`src/rtl/core/ffha_pkg.sv`:
```
// Shared types, codes and defaults of the first-fit heap allocator.
// No dependencies; imported by ffha_align, ffha_ctrl, ffha_datapath, the top level and the checker.
package ffha_pkg;

    localparam int DEF_FREE_ENTRIES = 64;
    localparam int DEF_BUSY_ENTRIES = 64;
    localparam int DEF_HUNK_ENTRIES = 32;
    localparam int DEF_ALIGN_BYTES  = 8;
    localparam int DEF_ADDR_BITS    = 32;

    localparam logic [31:0] DEFAULT_HUNK  = 32'd65536;
    localparam logic [31:0] DEFAULT_LIMIT = 32'hFFFF_FFFF;

    // Result status codes.
    localparam logic [1:0] ST_OK       = 2'd0;
    localparam logic [1:0] ST_LIMIT    = 2'd1;
    localparam logic [1:0] ST_FULL     = 2'd2;
    localparam logic [1:0] ST_NOT_BUSY = 2'd3;

    // Item kinds.
    localparam logic KIND_ALLOC = 1'b0;
    localparam logic KIND_FREE  = 1'b1;

    // Configuration register indexes.
    localparam logic CFG_HUNK_SIZE  = 1'b0;
    localparam logic CFG_HEAP_LIMIT = 1'b1;

    typedef struct packed {
        logic        kind;
        logic [31:0] request_bytes;
        logic [31:0] block_address;
    } item_in_t;

    typedef struct packed {
        logic [31:0] granted_address;
        logic [31:0] granted_bytes;
        logic [1:0]  status;
    } item_out_t;

    typedef enum logic [1:0] {
        SCAN_FREE,
        SCAN_BUSY,
        SCAN_HUNK
    } scan_sel_t;

    // Commands from the controller to the datapath.
    typedef struct packed {
        logic      load;
        logic      align_go;
        logic      align_hunk;
        logic      take_hunk;
        logic      take_n;
        logic      scan_go;
        scan_sel_t scan_sel;
        logic      commit;
    } ffha_cmd_t;

    // Status from the datapath to the controller.
    typedef struct packed {
        logic align_done;
        logic scan_done;
        logic busy_hit;
    } ffha_sts_t;

endpackage

```
`src/rtl/core/ffha_ctrl.sv`:
```
// Controller of the allocator: sequences alignment, table scans and commit.
// Depends on ffha_pkg for the command and status structs.
module ffha_ctrl import ffha_pkg::*; (
    input  logic      clk,
    input  logic      rst_n,
    input  logic      start,
    input  logic      kind,
    input  ffha_sts_t sts,
    output ffha_cmd_t cmd,
    output logic      busy
);

    typedef enum logic [2:0] {
        S_IDLE,
        S_ALIGN_HUNK,
        S_ALIGN_REQ,
        S_SCAN_BUSY,
        S_SCAN_HUNK,
        S_SCAN_FREE,
        S_COMMIT
    } state_t;

    state_t state_reg;
    state_t state_next;
    logic   busy_reg;

    // Next state and commands.
    always_comb
    begin
        cmd        = '0;
        state_next = state_reg;
        case (state_reg)
            S_IDLE:
            begin
                if (start)
                begin
                    cmd.load = 1'b1;
                    if (kind == KIND_FREE)
                    begin
                        cmd.scan_go  = 1'b1;
                        cmd.scan_sel = SCAN_BUSY;
                        state_next   = S_SCAN_BUSY;
                    end
                    else
                    begin
                        cmd.align_go   = 1'b1;
                        cmd.align_hunk = 1'b1;
                        state_next     = S_ALIGN_HUNK;
                    end
                end
            end
            S_ALIGN_HUNK:
            begin
                if (sts.align_done)
                begin
                    cmd.take_hunk = 1'b1;
                    cmd.align_go  = 1'b1;
                    state_next    = S_ALIGN_REQ;
                end
            end
            S_ALIGN_REQ:
            begin
                if (sts.align_done)
                begin
                    cmd.take_n   = 1'b1;
                    cmd.scan_go  = 1'b1;
                    cmd.scan_sel = SCAN_FREE;
                    state_next   = S_SCAN_FREE;
                end
            end
            S_SCAN_BUSY:
            begin
                if (sts.scan_done)
                begin
                    if (sts.busy_hit)
                    begin
                        cmd.scan_go  = 1'b1;
                        cmd.scan_sel = SCAN_HUNK;
                        state_next   = S_SCAN_HUNK;
                    end
                    else
                    begin
                        state_next = S_COMMIT;
                    end
                end
            end
            S_SCAN_HUNK:
            begin
                if (sts.scan_done)
                begin
                    cmd.scan_go  = 1'b1;
                    cmd.scan_sel = SCAN_FREE;
                    state_next   = S_SCAN_FREE;
                end
            end
            S_SCAN_FREE:
            begin
                if (sts.scan_done)
                begin
                    state_next = S_COMMIT;
                end
            end
            S_COMMIT:
            begin
                cmd.commit = 1'b1;
                state_next = S_IDLE;
            end
            default:
            begin
                state_next = S_IDLE;
            end
        endcase
    end

    // State and the registered busy flag.
    always_ff @(posedge clk or negedge rst_n)
    begin
        if (!rst_n)
        begin
            state_reg <= S_IDLE;
            busy_reg  <= 1'b0;
        end
        else
        begin
            state_reg <= state_next;
            busy_reg  <= (state_next != S_IDLE);
        end
    end

    assign busy = busy_reg;

endmodule

```
`config.mk`:
```
export PLATFORM = sky130hd
export DESIGN_NAME = ffha_ctrl
export DESIGN_NICKNAME = d
export VERILOG_FILES = /design/src/rtl/core/ffha_pkg.sv /design/src/rtl/core/ffha_ctrl.sv
export SDC_FILE = /design/constraint.sdc
export NUM_CORES = 1
export LEC_CHECK = 0
export ABC_AREA = 1
export ABC_CLOCK_PERIOD_IN_PS = 1500
export BUFFER_PORTS_ARGS = -buffer_cell sky130_fd_sc_hd__buf_2
export CAP_MARGIN = 5
export CORE_AREA = 2 2 39 41
export DETAILED_ROUTE_END_ITERATION = 8
export DIE_AREA = 0 0 41 43
export PLACE_DENSITY = 0.53
export SLEW_MARGIN = 25
export SYNTH_ARGS = -nofsm -noshare
export SYNTH_HDL_FRONTEND = slang
export SYNTH_SLANG_ARGS = --single-unit
export TNS_END_PERCENT = 1
```
`constraint.sdc`:
```
create_clock -name clk -period 1.5 [get_ports clk]
set_clock_uncertainty 0.2 [all_clocks]
set_input_delay 0.3 -clock clk [delete_from_list [all_inputs] [get_ports clk]]
set_output_delay 0.3 -clock clk [all_outputs]
set_load 0.01 [all_outputs]
```
==> results of run 1 <==
[where the power goes]
| group | switching [mW] | internal [mW] | total [mW] |
|---|---|---|---|
| combinational | 0.404 | 0.393 | 0.797 |
| sequential | 0.0761 | 0.166 | 0.242 |
| clock | 0.0407 | 0.0893 | 0.130 |
[cells in the mapped netlist, drive strengths merged]
cell / n / area (um^2)
dfrtp: 4 / 100.1
o21ai: 1 / 5.000
nand2: 14 / 55.06
nand3: 9 / 50.05
inv: 14 / 52.55
buf: 1 / 11.26
nor3: 1 / 10.01
nor2: 12 / 50.05
nand4: 3 / 18.77
[logic make-up (layout without fill, tap and decap cells)]
kind of cell / Yosys count / in the layout / share of synthesized area, %
and+or+nand+nor: 39 / 39 / 52.13
buffers and inverters: 15 / 48 / 18.08
DFF: 4 / 4 / 28.37
AOI/OAI and AO/OA: 1 / 1 / 1.417
[timing repair]
| item | CTS | global route |
|---|---|---|
| setup buffers | 2 | 3 |
| gates resized for setup | 2 | 13 |
| endpoints found under the setup margin | 9 | 11 |
| pin swaps | 0 | 5 |
| hold endpoints to repair | 4 | 0 |
| hold buffers | 1 | 0 |
[area by class of cell]
| class | instances | area [um^2] |
|---|---|---|
| Sequential cell | 4 | 102.6 |
| Multi-Input combinational cell | 40 | 227.7 |
| Fill cell | 149 | 752.0 |
| Timing Repair Buffer | 31 | 201.4 |
| Clock buffer | 3 | 22.52 |
| Inverter | 14 | 57.56 |
| Tap cell | 16 | 20.02 |
[stage by stage]
| step | cells | power [mW] | setup slack [ns] |
|---|---|---|---|
| after global routing | 108 | 1.286 | -0.3471 |
| after detailed placement | 99 | 0.8538 | -0.006651 |
| final | 108 | 1.168 | -0.2599 |
| after CTS | 105 | 1.034 | -0.2512 |
| after floorplan | 59 | 0.5977 | 0.01217 |
| after global placement | 99 | 0.8547 | -0.02222 |
[worst max-delay path, delay by kind of cell (launching register included)]
kind	cells	cell delay [ns]
buffers and inverters	2	0.23
DFF	1	0.42
and+or+nand+nor	4	0.39
[final timing paths]
path,to,slack (ns),depth (start not counted)
max,cmd[3],-0.26,6
min,state_reg[1],0.20,2
max reg2reg,busy,-0.05,9
min reg2reg,state_reg[0],0.49,3
max in group asynchronous,state_reg[0],0.77,2
min in group clk,state_reg[1],0.23,5
[cell usage in the layout (no fill, tap or decap)]
cell           synthesis  routed
buf_4                  0      14
inv_4                  0       2
nand3_2                1       4
nand4_1                3       3
nand2_1               13      12
nor2_1                10       8
nor3_4                 0       1
inv_2                  4       2
nand2_2                1       2
nor2_2                 2       2
dlygate4sd3_1          0       1
o21ai_1                0       1
dfrtp_1                4       2
dfrtp_2                0       2
nand3_1                8       5
clkbuf_4               0       3
buf_6                  1       1
buf_2                  0      15
nor2_4                 0       2
inv_1                 10      10
[layer usage]
metal / vias to the layer above / global-route usage [%] / part of all wire, % / wire [um]
met4: 0 / 6.000 / 0 / 0
met5: - / 0 / 0 / 0
met1: 217 / 17.65 / 43 / 458
met2: 12 / 19.06 / 53 / 573
li1: 245 / - / - / -
met3: 0 / 3.141 / 3.8 / 41
==> out/qor.yml, run 1 <==
powerDensity_nw_per_um2: 1849
io_buffers: 16
cp-end-kind: "primary output"
grt_max_degree: 7
critPathMaxStageDelay_ns: 0.42
crit_start: "state_reg[2]"
finalCritPeriodShare_pct: 117.3
max_freq_ghz: 0.5682
cts.sinks: 4
cts_tree: "done"
dp.final_hpwl_um: 748.6
ys_ff_latch: 4
routedWlPerCell_um: 9.926
start_util_pct: 25.50
die-height_um: 43
finalCoreUtilization_pct: 45.66
grt.total_usage_pct: 13.12
required_ns: 1.00
core_area_um2: 1384
vias: 474
fin_crit_ns: 1.760
insertedDiodeCount: 0
antenna_found_initial: 0
via_per_inst: 4.389
io_pins: 17
largest_reg_flops: 3
power_leakage_nw: 0.4040
cp_common_cell: "nand3_2"
status: "finished with violations"
rsz0062_at_grt: "true"
hold_class: "primary input to asynchronous set/reset pin"
r2r_start: "state_reg[2]"
cts_buffers: 3
finalSetupTns_ns: -1.720
syn2layout_area_growth_pct: 79.08
path_cells: "inv_2, nand3_2, nor2_4, nand2_2, nand3_2, buf_6"
grt_overflow: 0
finalWorstSetupSlack_ns: -0.2599
critPathSlowestCell: "dfrtp_1"
dieArea_um2: 1763
clk_latency_ns: 0.23
yosysWarnings: 0
cap_viol_max_count: 0
cp_max_fo: 5
max-slew-margin-rel_pct: 88.41
cts.clk_slew.worst_paths_ns: 0.04
placed_cell_area_um2: 509.2
routed_wirelength_um: 1072
yosysUniqueCellTypes: 13
criticalPathCategory: "flop to primary output"
grt_pass1_wl_um: 1573
drt_iter0_drc: 5
start_kind: "flop"
globalplace.congestion: 0.7334
syn_area_um2: 352.8
max-vdd-ir-drop_mv: 0.7283
fin_nets: 101
ant_nets: 0
syn_avg_cell_area_um2: 5.980
violations: "negative setup slack"
stdcell_area_um2: 631.9
crit_arrival_ns: 1.26
htree_levels: 1
max_slew.worst_pin.slew_ns: 0.1734
dr.pass1.iters: 4
hold_viol: 0
grt_pass1_vias: 404
cts_root_buffer: "clkbuf_4"
synth-seq-area-share_pct: 28.37
drive_gt1_share_pct: 54.35
setup_viol: 11
syn-instance-count: 59
timing.hold.ws_ns: 0.1973
synth_nets: 66
rows: 14
slew_viol_final: 0
clockBufferDepth: 2
die_w_um: 41
drcViolationCount: 0
Power figures use the tool's default switching activity.
==> inputs of run 2 (changes only) <==
--- a/config.mk
+++ b/config.mk
@@ -9,10 +9,12 @@
 export ABC_CLOCK_PERIOD_IN_PS = 1500
 export BUFFER_PORTS_ARGS = -buffer_cell sky130_fd_sc_hd__buf_2
 export CAP_MARGIN = 5
-export CORE_AREA = 2 2 39 41
+export CELL_PAD_IN_SITES_DETAIL_PLACEMENT = 1
+export CELL_PAD_IN_SITES_GLOBAL_PLACEMENT = 1
+export CORE_MARGIN = 2
+export CORE_UTILIZATION = 27
 export DETAILED_ROUTE_END_ITERATION = 8
-export DIE_AREA = 0 0 41 43
-export PLACE_DENSITY = 0.53
+export PLACE_DENSITY = 0.75
 export SLEW_MARGIN = 25
 export SYNTH_ARGS = -nofsm -noshare
 export SYNTH_HDL_FRONTEND = slang
==> run 2 against run 1 <==
The flow still finishes with violations (negative setup slack). Worst setup slack got worse by 0.025 ns. Power grew 13%. Sequential share of layout area decreased by 1.5 points. Flip-flop and latch count is the same. Highest routed layer unchanged.
==> out/qor.yml, run 2 (synthesized netlist as in run 1, its figures left out) <==
hold_viol: 0  # unchanged
rsz0062_at_grt: "true"
start_util_pct: 28.17  # +2.7 points
die_w_um: 40.15  # -2.1%
slew_viol_final: 0  # unchanged
cap_viol_max_count: 0  # unchanged
violations: "negative setup slack"
cts_root_buffer: "clkbuf_4"
grt_overflow: 0  # unchanged
io_pins: 17  # unchanged
powerDensity_nw_per_um2: 1899  # +2.7%
grt_pass1_vias: 481  # +19%
antenna_found_initial: 0  # unchanged
layout_commonest_cell: "buf_4"
dp.final_hpwl_um: 916.5  # +22%
crit_arrival_ns: 1.29  # +0.03 ns
crit_start: "state_reg[2]"
fin_nets: 104  # +3.0%
criticalPathCategory: "flop to primary output"
dieArea_um2: 1612  # -8.6%
cp_max_fo: 4  # -1
finalCritPeriodShare_pct: 119.0  # +1.7 points
setup_viol: 13  # +2
htree_levels: 1  # unchanged
cp_common_cell: "nand3_2"
r2r_start: "state_reg[2]"
drt_iter0_drc: 4  # -1
reg2reg_depth: 10  # +1
ant_nets: 0  # unchanged
routedWlPerCell_um: 13.99  # +41%
drcViolationCount: 0  # unchanged
critPathMaxStageDelay_ns: 0.42  # about the same
clk_latency_ns: 0.23  # about the same
power_leakage_nw: 0.4331  # +7.2%
n_fill_cell: 170  # +14%
via_per_inst: 4.555  # +3.8%
io_buffers: 16  # unchanged
required_ns: 1.00  # about the same
largest_reg_flops: 3  # unchanged
routed_wirelength_um: 1539  # +44%
cp-end-kind: "primary output"
rows: 13  # -1
max-vdd-ir-drop_mv: 0.8466  # +16%
power_mw: 1.326  # +13%
grt_max_degree: 7  # unchanged
globalplace.congestion: 0.8070  # +10%
cts_tree: "done"
cts.clk_slew.worst_paths_ns: 0.03  # about the same
finalWorstSetupSlack_ns: -0.2851  # -0.02519 ns
multi_input_area_um2: 262.8  # +15%
clockBufferDepth: 2  # unchanged
grt.total_usage_pct: 21.39  # +8.3 points
core_area_um2: 1252  # -9.5%
fin_crit_ns: 1.785  # +0.02519 ns
cts.sinks: 4  # unchanged
dr.pass1.iters: 2  # -2
start_kind: "flop"
drive_gt1_share_pct: 62.11  # +7.8 points
hold_class: "primary input to asynchronous set/reset pin"
max_slew.worst_pin.slew_ns: 0.1943  # +0.02093 ns
die-height_um: 40.15  # -6.6%
mostFrequentLayoutCells: "buf_4, buf_2, inv_1, nand2_1"
ff_latch_area_um2: 102.6  # unchanged
syn2layout_area_growth_pct: 97.87
status: "finished with violations"
vias: 501  # +5.7%
insertedDiodeCount: 0  # unchanged
max_freq_ghz: 0.5602  # -1.4%
finalCoreUtilization_pct: 55.74  # +10 points
path_cells: "inv_2, nand3_2, nor2_4, nand2_2, nand3_2, buf_6"
max-slew-margin-rel_pct: 86.97  # -1.4 points
critPathSlowestCell: "dfrtp_1"
cts_buffers: 3  # unchanged
grt_pass1_wl_um: 2118  # +35%
run 2: cell count changes in the layout (fill, tap and decap cells not counted), sizes merged:
| cell | change |
|---|---|
| buf | +3 |
run 2: metrics by stage:
| stage | hold slack (ns) | instances | setup WS [ns] | cell area (um^2) | setup TNS [ns] |
|---|---|---|---|---|---|
| final | 0.2227 | 110 | -0.2851 | 698.2 | -2.155 |
| after global routing | 0.2283 | 110 | -0.3700 | 698.2 | -3.376 |
| after CTS | 0.1926 | 108 | -0.2689 | 624.3 | -1.700 |
| after detailed placement | -0.09115 | 100 | -0.06922 | 523.0 | -0.08728 |
| after global placement | -0.09369 | 100 | -0.02932 | 523.0 | -0.05142 |
| after floorplan | -0.1956 | 59 | 0.01217 | 352.8 | 0 |
run 2: worst paths after layout:
| kind | slack (ns) | end |
|---|---|---|
| setup / recovery | -0.29 | cmd[3] |
| min in group clk | 0.34 | state_reg[1] |
| max in group asynchronous | 0.74 | state_reg[1] |
| setup reg to reg | -0.06 | busy |
| hold / removal | 0.22 | state_reg[2] |
| hold reg to reg | 0.61 | state_reg[0] |
run 2: where the power goes:
group          leakage (nW)  internal [mW]  total (mW)  switching [mW]
combinational         0.373          0.458       0.941           0.483
clock                0.0138         0.0891       0.128          0.0384
sequential           0.0461          0.165       0.257          0.0921
total                 0.433          0.713        1.33           0.613
run 2: final cells by class:
class	count	area share [%]
clock buffer	3	3.226
inverter	14	8.244
multi-input combinational	40	37.63
sequential	4	14.70
tap	15	2.688
timing repair buffer	34	33.51
run 2: layer usage:
| metal | vias up | track usage, % | wire length [um] |
|---|---|---|---|
| li1 | 255 | - | - |
| met1 | 235 | 21.21 | 573 |
| met2 | 11 | 40.73 | 935 |
| met3 | 0 | 5.000 | 30 |
| met4 | 0 | 10.34 | 0 |
| met5 | - | 0 | 0 |
run 2: timing repair:
action | CTS | global route
buffers inserted | 4 | 2
gates resized for setup | 12 | 14
hold buffers | 1 | 0
gates cloned | 0 | 0
hold endpoints to repair | 4 | 0
pin swaps | 5 | 7
endpoints found under the setup margin | 9 | 13
run 2: worst max-delay path: cells and delay by family, from the launching register on:
family	cells	cell delay [ns]
flops	1	0.42
simple gates	4	0.37
buf+inv	2	0.25
